===== src/rtl/core/lsfs_pkg.sv =====
`timescale 1ns / 1ps
`default_nettype none
// ----------------------------------------------------------------------------
// lsfs_pkg: shared types and constants of the LED strip frame serializer
// Command format between front and back, byte step codes, frame constants.
// ----------------------------------------------------------------------------
package lsfs_pkg;

  localparam logic [7:0]  MAGIC0     = 8'h41;
  localparam logic [7:0]  MAGIC1     = 8'h64;
  localparam logic [7:0]  MAGIC2     = 8'h61;
  localparam logic [7:0]  HDR_XOR    = 8'h55;
  localparam logic [31:0] HASH_GOLD  = 32'h9e37_79b9;

  // command queue
  localparam int unsigned CMD_DEPTH = 2;
  localparam int unsigned CMD_PTR_W = 1;
  localparam int unsigned CMD_CNT_W = 2;

  // byte steps of one command
  localparam int unsigned STEP_W = 4;
  localparam logic [STEP_W-1:0] STEP_MAGIC0 = 4'd0;
  localparam logic [STEP_W-1:0] STEP_MAGIC1 = 4'd1;
  localparam logic [STEP_W-1:0] STEP_MAGIC2 = 4'd2;
  localparam logic [STEP_W-1:0] STEP_CNT_HI = 4'd3;
  localparam logic [STEP_W-1:0] STEP_CNT_LO = 4'd4;
  localparam logic [STEP_W-1:0] STEP_HDR_CK = 4'd5;
  localparam logic [STEP_W-1:0] STEP_GREEN  = 4'd6;
  localparam logic [STEP_W-1:0] STEP_RED    = 4'd7;
  localparam logic [STEP_W-1:0] STEP_BLUE   = 4'd8;
  localparam logic [STEP_W-1:0] STEP_CSUM0  = 4'd9;
  localparam logic [STEP_W-1:0] STEP_CSUM1  = 4'd10;
  localparam logic [STEP_W-1:0] STEP_CSUM2  = 4'd11;
  localparam logic [STEP_W-1:0] STEP_CSUM3  = 4'd12;

  typedef struct packed {
    logic        hdr;     // first LED of a frame: send header
    logic [7:0]  cnt_hi;
    logic [7:0]  cnt_lo;
    logic [7:0]  green;
    logic [7:0]  red;
    logic [7:0]  blue;
    logic        last;    // last LED: send checksum
    logic [31:0] csum;    // checksum after folding this LED
  } cmd_t;

endpackage
`default_nettype wire


===== src/rtl/core/lsfs_front.sv =====
`timescale 1ns / 1ps
`default_nettype none
// ----------------------------------------------------------------------------
// lsfs_front: item intake
// Tracks frame position, folds the hash step and builds one command per LED.
// ----------------------------------------------------------------------------
module lsfs_front (
  input  wire logic           clk,
  input  wire logic           rst_n,
  input  wire logic           push,
  output logic                full,
  input  wire logic [7:0]     red,
  input  wire logic [7:0]     green,
  input  wire logic [7:0]     blue,
  input  wire logic [16:0]    led_count,
  input  wire logic           last_led,
  output logic                cmd_push,
  input  wire logic           cmd_full,
  output lsfs_pkg::cmd_t      cmd
);

  logic        in_frame_r, in_frame_nxt;
  logic [31:0] csum_r, csum_nxt;
  logic        accept;
  logic [31:0] h;
  logic [31:0] folded;
  logic [15:0] adj;

  assign full     = cmd_full;
  assign accept   = push && !cmd_full;
  assign cmd_push = accept;

  assign h      = {red, green, 8'h00, blue};
  assign folded = (csum_r + lsfs_pkg::HASH_GOLD + {h[25:0], 6'b0} + {2'b0, h[31:2]}) ^ h;
  assign adj    = led_count[15:0] - 16'd1;

  always_comb begin
    cmd.hdr    = !in_frame_r;
    cmd.cnt_hi = adj[15:8];
    cmd.cnt_lo = adj[7:0];
    cmd.green  = green;
    cmd.red    = red;
    cmd.blue   = blue;
    cmd.last   = last_led;
    cmd.csum   = folded;
  end

  always_comb begin
    in_frame_nxt = in_frame_r;
    csum_nxt     = csum_r;
    if (accept) begin
      // drop back to awaiting a frame on the last LED
      in_frame_nxt = !last_led;
      csum_nxt     = last_led ? 32'd0 : folded;
    end
  end

  always_ff @(posedge clk) begin
    if (!rst_n) begin
      in_frame_r <= 1'b0;
      csum_r     <= 32'd0;
    end else begin
      in_frame_r <= in_frame_nxt;
      csum_r     <= csum_nxt;
    end
  end

`ifndef ASSERT_OFF
  a_last_clears: assert property (@(posedge clk) disable iff (!rst_n)
    accept && last_led |=> !in_frame_r && csum_r == 32'd0)
    else $error("frame state not cleared after last LED");
`endif

endmodule
`default_nettype wire


===== src/rtl/core/lsfs_cmd_fifo.sv =====
`timescale 1ns / 1ps
`default_nettype none
// ----------------------------------------------------------------------------
// lsfs_cmd_fifo: command queue
// Short first-in first-out queue decoupling intake from byte generation.
// ----------------------------------------------------------------------------
module lsfs_cmd_fifo (
  input  wire logic           clk,
  input  wire logic           rst_n,
  input  wire logic           wr_en,
  input  wire lsfs_pkg::cmd_t wr_data,
  output logic                full,
  input  wire logic           rd_en,
  output lsfs_pkg::cmd_t      rd_data,
  output logic                empty
);

  lsfs_pkg::cmd_t                    mem_r [lsfs_pkg::CMD_DEPTH];
  logic [lsfs_pkg::CMD_PTR_W-1:0]    wptr_r, rptr_r;
  logic [lsfs_pkg::CMD_CNT_W-1:0]    count_r, count_nxt;
  logic                              do_wr, do_rd;

  assign full    = (count_r == lsfs_pkg::CMD_CNT_W'(lsfs_pkg::CMD_DEPTH));
  assign empty   = (count_r == '0);
  assign do_wr   = wr_en && !full;
  assign do_rd   = rd_en && !empty;
  assign rd_data = mem_r[rptr_r];

  always_comb begin
    count_nxt = count_r;
    if (do_wr && !do_rd) begin
      count_nxt = count_r + 1'b1;
    end else if (do_rd && !do_wr) begin
      count_nxt = count_r - 1'b1;
    end
  end

  always_ff @(posedge clk) begin
    if (do_wr) begin
      mem_r[wptr_r] <= wr_data;
    end
  end

  always_ff @(posedge clk) begin
    if (!rst_n) begin
      wptr_r  <= '0;
      rptr_r  <= '0;
      count_r <= '0;
    end else begin
      if (do_wr) begin
        wptr_r <= wptr_r + 1'b1;
      end
      if (do_rd) begin
        rptr_r <= rptr_r + 1'b1;
      end
      count_r <= count_nxt;
    end
  end

`ifndef ASSERT_OFF
  a_count_bound: assert property (@(posedge clk) disable iff (!rst_n)
    count_r <= lsfs_pkg::CMD_CNT_W'(lsfs_pkg::CMD_DEPTH))
    else $error("command queue overfilled");
`endif

endmodule
`default_nettype wire


===== src/rtl/core/lsfs_back.sv =====
`timescale 1ns / 1ps
`default_nettype none
// ----------------------------------------------------------------------------
// lsfs_back: byte sequencer
// Walks the byte steps of the head command into a one-entry output register.
// ----------------------------------------------------------------------------
module lsfs_back (
  input  wire logic           clk,
  input  wire logic           rst_n,
  input  wire lsfs_pkg::cmd_t cmd,
  input  wire logic           cmd_empty,
  output logic                cmd_pop,
  output logic                empty,
  input  wire logic           pop,
  output logic [7:0]          out_byte,
  output logic                out_run_last,
  output logic                out_frame_end
);

  logic                        active_r, active_nxt;
  logic [lsfs_pkg::STEP_W-1:0] step_r, step_nxt;
  logic [lsfs_pkg::STEP_W-1:0] cur_step, end_step;
  logic                        out_valid_r, out_valid_nxt;
  logic [7:0]                  byte_r, byte_nxt;
  logic                        run_last_r, run_last_nxt;
  logic                        frame_end_r, frame_end_nxt;
  logic                        advance;
  logic                        at_end;
  logic [7:0]                  sel_byte;

  assign empty         = !out_valid_r;
  assign out_byte      = byte_r;
  assign out_run_last  = run_last_r;
  assign out_frame_end = frame_end_r;

  assign advance  = !cmd_empty && (!out_valid_r || pop);
  assign cur_step = active_r ? step_r
                  : (cmd.hdr ? lsfs_pkg::STEP_MAGIC0 : lsfs_pkg::STEP_GREEN);
  assign end_step = cmd.last ? lsfs_pkg::STEP_CSUM3 : lsfs_pkg::STEP_BLUE;
  assign at_end   = (cur_step == end_step);
  assign cmd_pop  = advance && at_end;

  always_comb begin
    case (cur_step)
      lsfs_pkg::STEP_MAGIC0: sel_byte = lsfs_pkg::MAGIC0;
      lsfs_pkg::STEP_MAGIC1: sel_byte = lsfs_pkg::MAGIC1;
      lsfs_pkg::STEP_MAGIC2: sel_byte = lsfs_pkg::MAGIC2;
      lsfs_pkg::STEP_CNT_HI: sel_byte = cmd.cnt_hi;
      lsfs_pkg::STEP_CNT_LO: sel_byte = cmd.cnt_lo;
      lsfs_pkg::STEP_HDR_CK: sel_byte = cmd.cnt_hi ^ cmd.cnt_lo ^ lsfs_pkg::HDR_XOR;
      lsfs_pkg::STEP_GREEN:  sel_byte = cmd.green;
      lsfs_pkg::STEP_RED:    sel_byte = cmd.red;
      lsfs_pkg::STEP_BLUE:   sel_byte = cmd.blue;
      lsfs_pkg::STEP_CSUM0:  sel_byte = cmd.csum[7:0];
      lsfs_pkg::STEP_CSUM1:  sel_byte = cmd.csum[15:8];
      lsfs_pkg::STEP_CSUM2:  sel_byte = cmd.csum[23:16];
      lsfs_pkg::STEP_CSUM3:  sel_byte = cmd.csum[31:24];
      default:               sel_byte = 8'h00;
    endcase
  end

  always_comb begin
    active_nxt    = active_r;
    step_nxt      = step_r;
    out_valid_nxt = out_valid_r && !pop;
    byte_nxt      = byte_r;
    run_last_nxt  = run_last_r;
    frame_end_nxt = frame_end_r;
    if (advance) begin
      out_valid_nxt = 1'b1;
      byte_nxt      = sel_byte;
      run_last_nxt  = at_end;
      frame_end_nxt = (cur_step == lsfs_pkg::STEP_CSUM3);
      active_nxt    = !at_end;
      step_nxt      = cur_step + 1'b1;
    end
  end

  always_ff @(posedge clk) begin
    if (!rst_n) begin
      active_r    <= 1'b0;
      out_valid_r <= 1'b0;
    end else begin
      active_r    <= active_nxt;
      out_valid_r <= out_valid_nxt;
    end
  end

  always_ff @(posedge clk) begin
    step_r      <= step_nxt;
    byte_r      <= byte_nxt;
    run_last_r  <= run_last_nxt;
    frame_end_r <= frame_end_nxt;
  end

`ifndef ASSERT_OFF
  a_end_is_run_last: assert property (@(posedge clk) disable iff (!rst_n)
    out_valid_r && frame_end_r |-> run_last_r)
    else $error("frame end byte not marked as last of its request");
  a_pop_marks_last: assert property (@(posedge clk) disable iff (!rst_n)
    cmd_pop |=> out_valid_r && run_last_r)
    else $error("command retired without its last byte");
`endif

endmodule
`default_nettype wire


===== src/rtl/core/led_strip_frame_serializer_top.sv =====
`timescale 1ns / 1ps
`default_nettype none
// ----------------------------------------------------------------------------
// led_strip_frame_serializer_top: LED colors to serial LED frame bytes
// Header on a frame's first LED, G/R/B per LED, 32-bit hash checksum at end.
// ----------------------------------------------------------------------------
//
//  channel  handshake            payload
//  -------  -------------------  ---------------------------------------------
//  input    push / full          in_red, in_green, in_blue, in_led_count,
//                                in_last_led (one request per LED)
//  result   empty / pop          out_byte, out_run_last, out_frame_end
//                                (one request per byte)
//
//  One byte leaves the output register per cycle while pop is held; an LED
//  request yields 3 bytes, 9 with a header, 7 with a checksum, 13 for a
//  single-LED frame, so a steady stream is paced by the byte sequencer.
//  Intake takes one request per cycle until the 2-entry command queue fills.
//  Synchronous reset clears frame state, checksum and queue, and empties the output register.
//  A stalled pop holds the output byte; intake keeps going into the queue until it fills.
//
module led_strip_frame_serializer_top (
  input  wire logic        clk,
  input  wire logic        rst_n,
  // input channel
  input  wire logic        push,
  output logic             full,
  input  wire logic [7:0]  in_red,
  input  wire logic [7:0]  in_green,
  input  wire logic [7:0]  in_blue,
  input  wire logic [16:0] in_led_count,
  input  wire logic        in_last_led,
  // result channel
  output logic             empty,
  input  wire logic        pop,
  output logic [7:0]       out_byte,
  output logic             out_run_last,
  output logic             out_frame_end
);

  lsfs_pkg::cmd_t wr_cmd;
  lsfs_pkg::cmd_t head_cmd;
  logic           cmd_push;
  logic           cmd_full;
  logic           cmd_pop;
  logic           cmd_empty;

  // Classify each LED, fold the checksum, and queue a command.
  lsfs_front u_front (
    .clk       (clk),
    .rst_n     (rst_n),
    .push      (push),
    .full      (full),
    .red       (in_red),
    .green     (in_green),
    .blue      (in_blue),
    .led_count (in_led_count),
    .last_led  (in_last_led),
    .cmd_push  (cmd_push),
    .cmd_full  (cmd_full),
    .cmd       (wr_cmd)
  );

  // Hold commands so intake and byte output stall independently.
  lsfs_cmd_fifo u_fifo (
    .clk     (clk),
    .rst_n   (rst_n),
    .wr_en   (cmd_push),
    .wr_data (wr_cmd),
    .full    (cmd_full),
    .rd_en   (cmd_pop),
    .rd_data (head_cmd),
    .empty   (cmd_empty)
  );

  // Step through the head command's bytes into the output register.
  lsfs_back u_back (
    .clk           (clk),
    .rst_n         (rst_n),
    .cmd           (head_cmd),
    .cmd_empty     (cmd_empty),
    .cmd_pop       (cmd_pop),
    .empty         (empty),
    .pop           (pop),
    .out_byte      (out_byte),
    .out_run_last  (out_run_last),
    .out_frame_end (out_frame_end)
  );

endmodule
`default_nettype wire

===== config.mk =====
export PLATFORM = sky130hd
export DESIGN_NAME = led_strip_frame_serializer_top
export DESIGN_NICKNAME = d
export VERILOG_FILES = /design/src/rtl/core/lsfs_pkg.sv /design/src/rtl/core/lsfs_front.sv /design/src/rtl/core/lsfs_cmd_fifo.sv /design/src/rtl/core/lsfs_back.sv /design/src/rtl/core/led_strip_frame_serializer_top.sv
export SDC_FILE = /design/constraint.sdc
export NUM_CORES = 1
export LEC_CHECK = 0
export BUFFER_PORTS_ARGS = -buffer_cell sky130_fd_sc_hd__buf_2
export CORE_UTILIZATION = 35
export CTS_BUF_LIST = sky130_fd_sc_hd__clkbuf_16
export DETAILED_ROUTE_END_ITERATION = 12
export GPL_TIMING_DRIVEN = 0
export HOLD_SLACK_MARGIN = 0.02
export PLACE_DENSITY = 0.61
export SLEW_MARGIN = 30
export SYNTH_ARGS = -nofsm -noshare
export SYNTH_HDL_FRONTEND = slang
export SYNTH_SLANG_ARGS = --single-unit

===== constraint.sdc =====
create_clock -name clk -period 13 [get_ports clk]
set_clock_uncertainty 0.2 [all_clocks]
set_input_delay 0.65 -clock clk [delete_from_list [all_inputs] [get_ports clk]]
set_output_delay 0.65 -clock clk [all_outputs]
set_load 0.02 [all_outputs]

==> results_dict.tcl <==
set metrics [dict create \
    tightest_slew_ns 0.862 \
    max_stage_delay_ns 0.45 \
    syn_inst 962 \
    finalNetCount 1193 \
    ys_types 64 \
    drc 0 \
    grt_usage_pct 17.4 \
    start_kind "input pin" \
    yosysTopAreaCellShare_pct 43.7 \
    p_seq_share_pct 38.0 \
    synth_compound_area_share_pct 11.4 \
    switchingPower_w 0.000871 \
    synth_fa_ha_area_share_pct 11.5 \
    status "finished clean" \
    holdPathStages 1 \
    leakage_nw 5.02 \
    avgSynthCellArea_um2 11.6 \
    dieHeight_um 180 \
    min_from "in_red[7]" \
    synthArstFlopShare_pct 0 \
    postRouteAntennaNets 0 \
    rsz0062_at_grt "false" \
    synth-seq-cells 202 \
    path_max_fanout 8 \
    antenna_cells 0 \
    setup_viol 0 \
    core_area_um2 31000 \
    critPathBufInv 4 \
    post_drt_wl_per_cell_um 19.1 \
    io_buffers 56 \
    hold_viol 0 \
    power_frac_comb_pct 36.4 \
    route.vias.total 7609 \
    path_depth 14 \
    critPathCaptureType "flip-flop" \
    path_class "input pin to flip-flop" \
    muxShareOfSynthArea_pct 6.61 \
    r2r_cells 12 \
    cap_violations 0 \
    ios 58 \
    clk_pin_slew_ns 0.06 \
    r2r-start "u_front.csum_r[5]$_SDFFE_PN0P_" \
    drv_slew 0 \
    path_cells "buf_2 -> inv_1 -> fa_1 -> inv_1 -> fa_1 -> ha_1 -> clkbuf_1 -> nand4_1 -> or3_1 -> or3_1 -> o32ai_1 -> a211oi_1 -> xnor2_1 -> a22o_1" \
    synthXorXnorAreaFrac_pct 6.45 \
    insertion_delay_ns 0.52 \
    grt_pass1_vias 7516 \
    grt_max_degree 24 \
    drt_iter0_drc 658 \
    cp.required_ns 13.26 \
    arrival_ns 4.32 \
    p_int_w 0.00156 \
    min_path_type "input pin to flip-flop" \
    cts-root-buf "clkbuf_16" \
    antenna_found_initial 0 \
    slowest_stage "or3_1" \
    pre_cts_slack_ns 8.43 \
    detail_route.first_pass.iterations 5 \
    ys_seq_area_share_pct 50.8 \
    max-slew-margin-rel_pct 42.5 \
    num_rows 64 \
    r2r_setup_slack_ns 9.02 \
    wl_um 27900 \
    synth_most_common_cell "edfxtp_1" \
    cts_hold_buf 0 \
    period_needed_ns 4.06 \
    cts_max_level 1 \
    switching_share_pct 35.8 \
    synth-simple-area-share_pct 8.42 \
    holdPathEnd "u_fifo.mem_r[1][48]$_DFFE_PP_" \
    p_per_area_nw_per_um2 189 \
    r2r_end "u_fifo.mem_r[1][29]$_DFFE_PP_" \
    synthFlopType "edfxtp_1" \
    max_clock_freq_mhz 246 \
    dpl.hpwl_um 21400 \
    synthTopCellsByCount "162 x edfxtp_1, 102 x inv_1, 88 x ha_1" \
    cts_resized 0 \
    fin_crit_sh_pct 31.3 \
    synth_top_family_by_area "adder cells" \
    grt_overflow 0 \
    syn-num-nets 1105 \
    fin_ws_ns 8.94 \
    yosys-top-cells-area "edfxtp_1 44%, ha_1 9.9%, dfxtp_1 7.2%, mux2i_1 3.7%, xnor2_1 3.5%" \
    start_util_pct 36.0 \
    post-cts-setup-buffers 0 \
    syn_area_um2 11100 \
    die_w_um 180 \
    drive_above_1_share_pct 13.1 \
    synth.largest_area_cell "edfxtp_1" \
    clock_sinks 202 \
    syn_to_final_growth_pct 15.5 \
    clockBufferDepth 3 \
    vias_per_cell 5.20 \
    grt_pass1_wl_um 43400 \
    vdd.ir_drop.worst_v 0.0000927 \
    clkPwrFrac_pct 25.7 \
    cts_buffers 23 \
    cp_top_family "adder cells" \
    fin_setup_tns_ns 0 \
    place_congestion 0.874 \
    synth_edf_count 162 \
    dieArea_um2 32600 \
    cts_tree "done" \
    ys_warn_count 0 \
]
## cells by family (layout without fill, tap and decap cells)
kind of cell,Yosys count,after routing
XOR/XNOR,82,82
flip-flops,202,202
buffers and inverters,139,244
AO/OA/AOI/OAI,181,181
multiplexers,66,66
AND/OR/NAND/NOR,195,195
adder cells (fa/ha/maj),97,97
## how the worst max path moves through the flow
| stage | from | endpoint | slack [ns] |
|---|---|---|---|
| floorplan | u_fifo.count_r[0]$_SDFFE_PN0P_ | u_fifo.mem_r[0][0]$_DFFE_PP_ | 8.18 |
| global placement | push | u_fifo.mem_r[0][57]$_DFFE_PP_ | 6.08 |
| detailed placement | in_blue[7] | u_fifo.mem_r[1][29]$_DFFE_PP_ | 8.43 |
| CTS | in_green[2] | u_front.csum_r[30]$_SDFFE_PN0P_ | 8.96 |
| global route | in_green[2] | u_front.csum_r[30]$_SDFFE_PN0P_ | 8.68 |
| finish | in_green[2] | u_front.csum_r[30]$_SDFFE_PN0P_ | 8.94 |
## area by class of cell
cell class	count	area (um2)
Fill cell	2912	18100
Buffer	36	148
Clock inverter	18	139
Timing Repair Buffer	63	473
Sequential cell	202	5670
Multi-Input combinational cell	621	4970
Clock buffer	24	601
Inverter	103	387
Tap cell	396	495
## metrics by stage
stage          instances  utilization (%)  area [um2]  hold slack [ns]  power, W
6_report            1463             41.5       12900            0.168   0.00243
5_1_grt             1463             41.5       12900            0.167   0.00258
4_1_cts             1463             41.5       12900            0.161   0.00244
3_5_place_dp        1421             39.1       12100            0.253   0.00182
3_3_place_gp        1414             38.5       11900            0.257   0.00178
2_1_floorplan        962                -       11100            0.239   0.00153
## power by group through the flow
stage	combinational, W	clock, W	sequential [W]
global route	0.000978	0.000663	0.000936
CTS	0.000883	0.000636	0.000924
global placement	0.000840	0	0.000943
finish	0.000886	0.000625	0.000924
floorplan	0.000580	0	0.000946
detailed placement	0.000878	0	0.000937
## routing by layer
layer  global-route usage [%]  vias to the layer above  share of wire [%]
met2                     28.8                      189                 48
met1                     23.7                     3706                 45
met5                        0                        -                  0
li1                         -                     3676                  -
met4                     4.72                        0                2.3
met3                     2.45                       38                4.9
## sequential cells by signal (all words and copies together) (netlist names), 2 cells and up, named ones only
signal / cells
u_fifo.count_r: 2
u_front.csum_r: 32
u_back.step_r: 4
u_fifo.mem_r: 148
u_back.out_byte: 8
## cells in the final DEF (no fill, tap or decap), types with 7 or more instances in the layout
master / n
nor2_1: 40
mux2i_1: 41
fa_1: 9
mux2_2: 21
a21oi_1: 37
o21ai_0: 24
clkbuf_16: 24
buf_16: 7
nor3_1: 11
nor2b_1: 14
o22ai_1: 11
nand2_1: 63
clkbuf_1: 23
edfxtp_1: 162
dfxtp_1: 40
nand3_1: 14
buf_2: 66
nand4_1: 9
ha_1: 88
a211oi_1: 7
a21o_1: 10
a22o_1: 21
and2_1: 11
xnor2_1: 44
a22oi_1: 12
xor2_1: 38
inv_1: 108
## worst reg2reg max path, cell delays in order, from the launching register on
cell	delay (ns)
dfxtp_1	0.35
inv_1	0.05
ha_1	0.26
inv_1	0.04
ha_1	0.29
ha_1	0.35
and2_1	0.19
a221oi_1	0.47
a21o_1	0.24
a211oi_1	0.14
a221oi_2	0.53
o21bai_1	0.14
xor2_1	0.48
(Power assumes the default switching activity.)
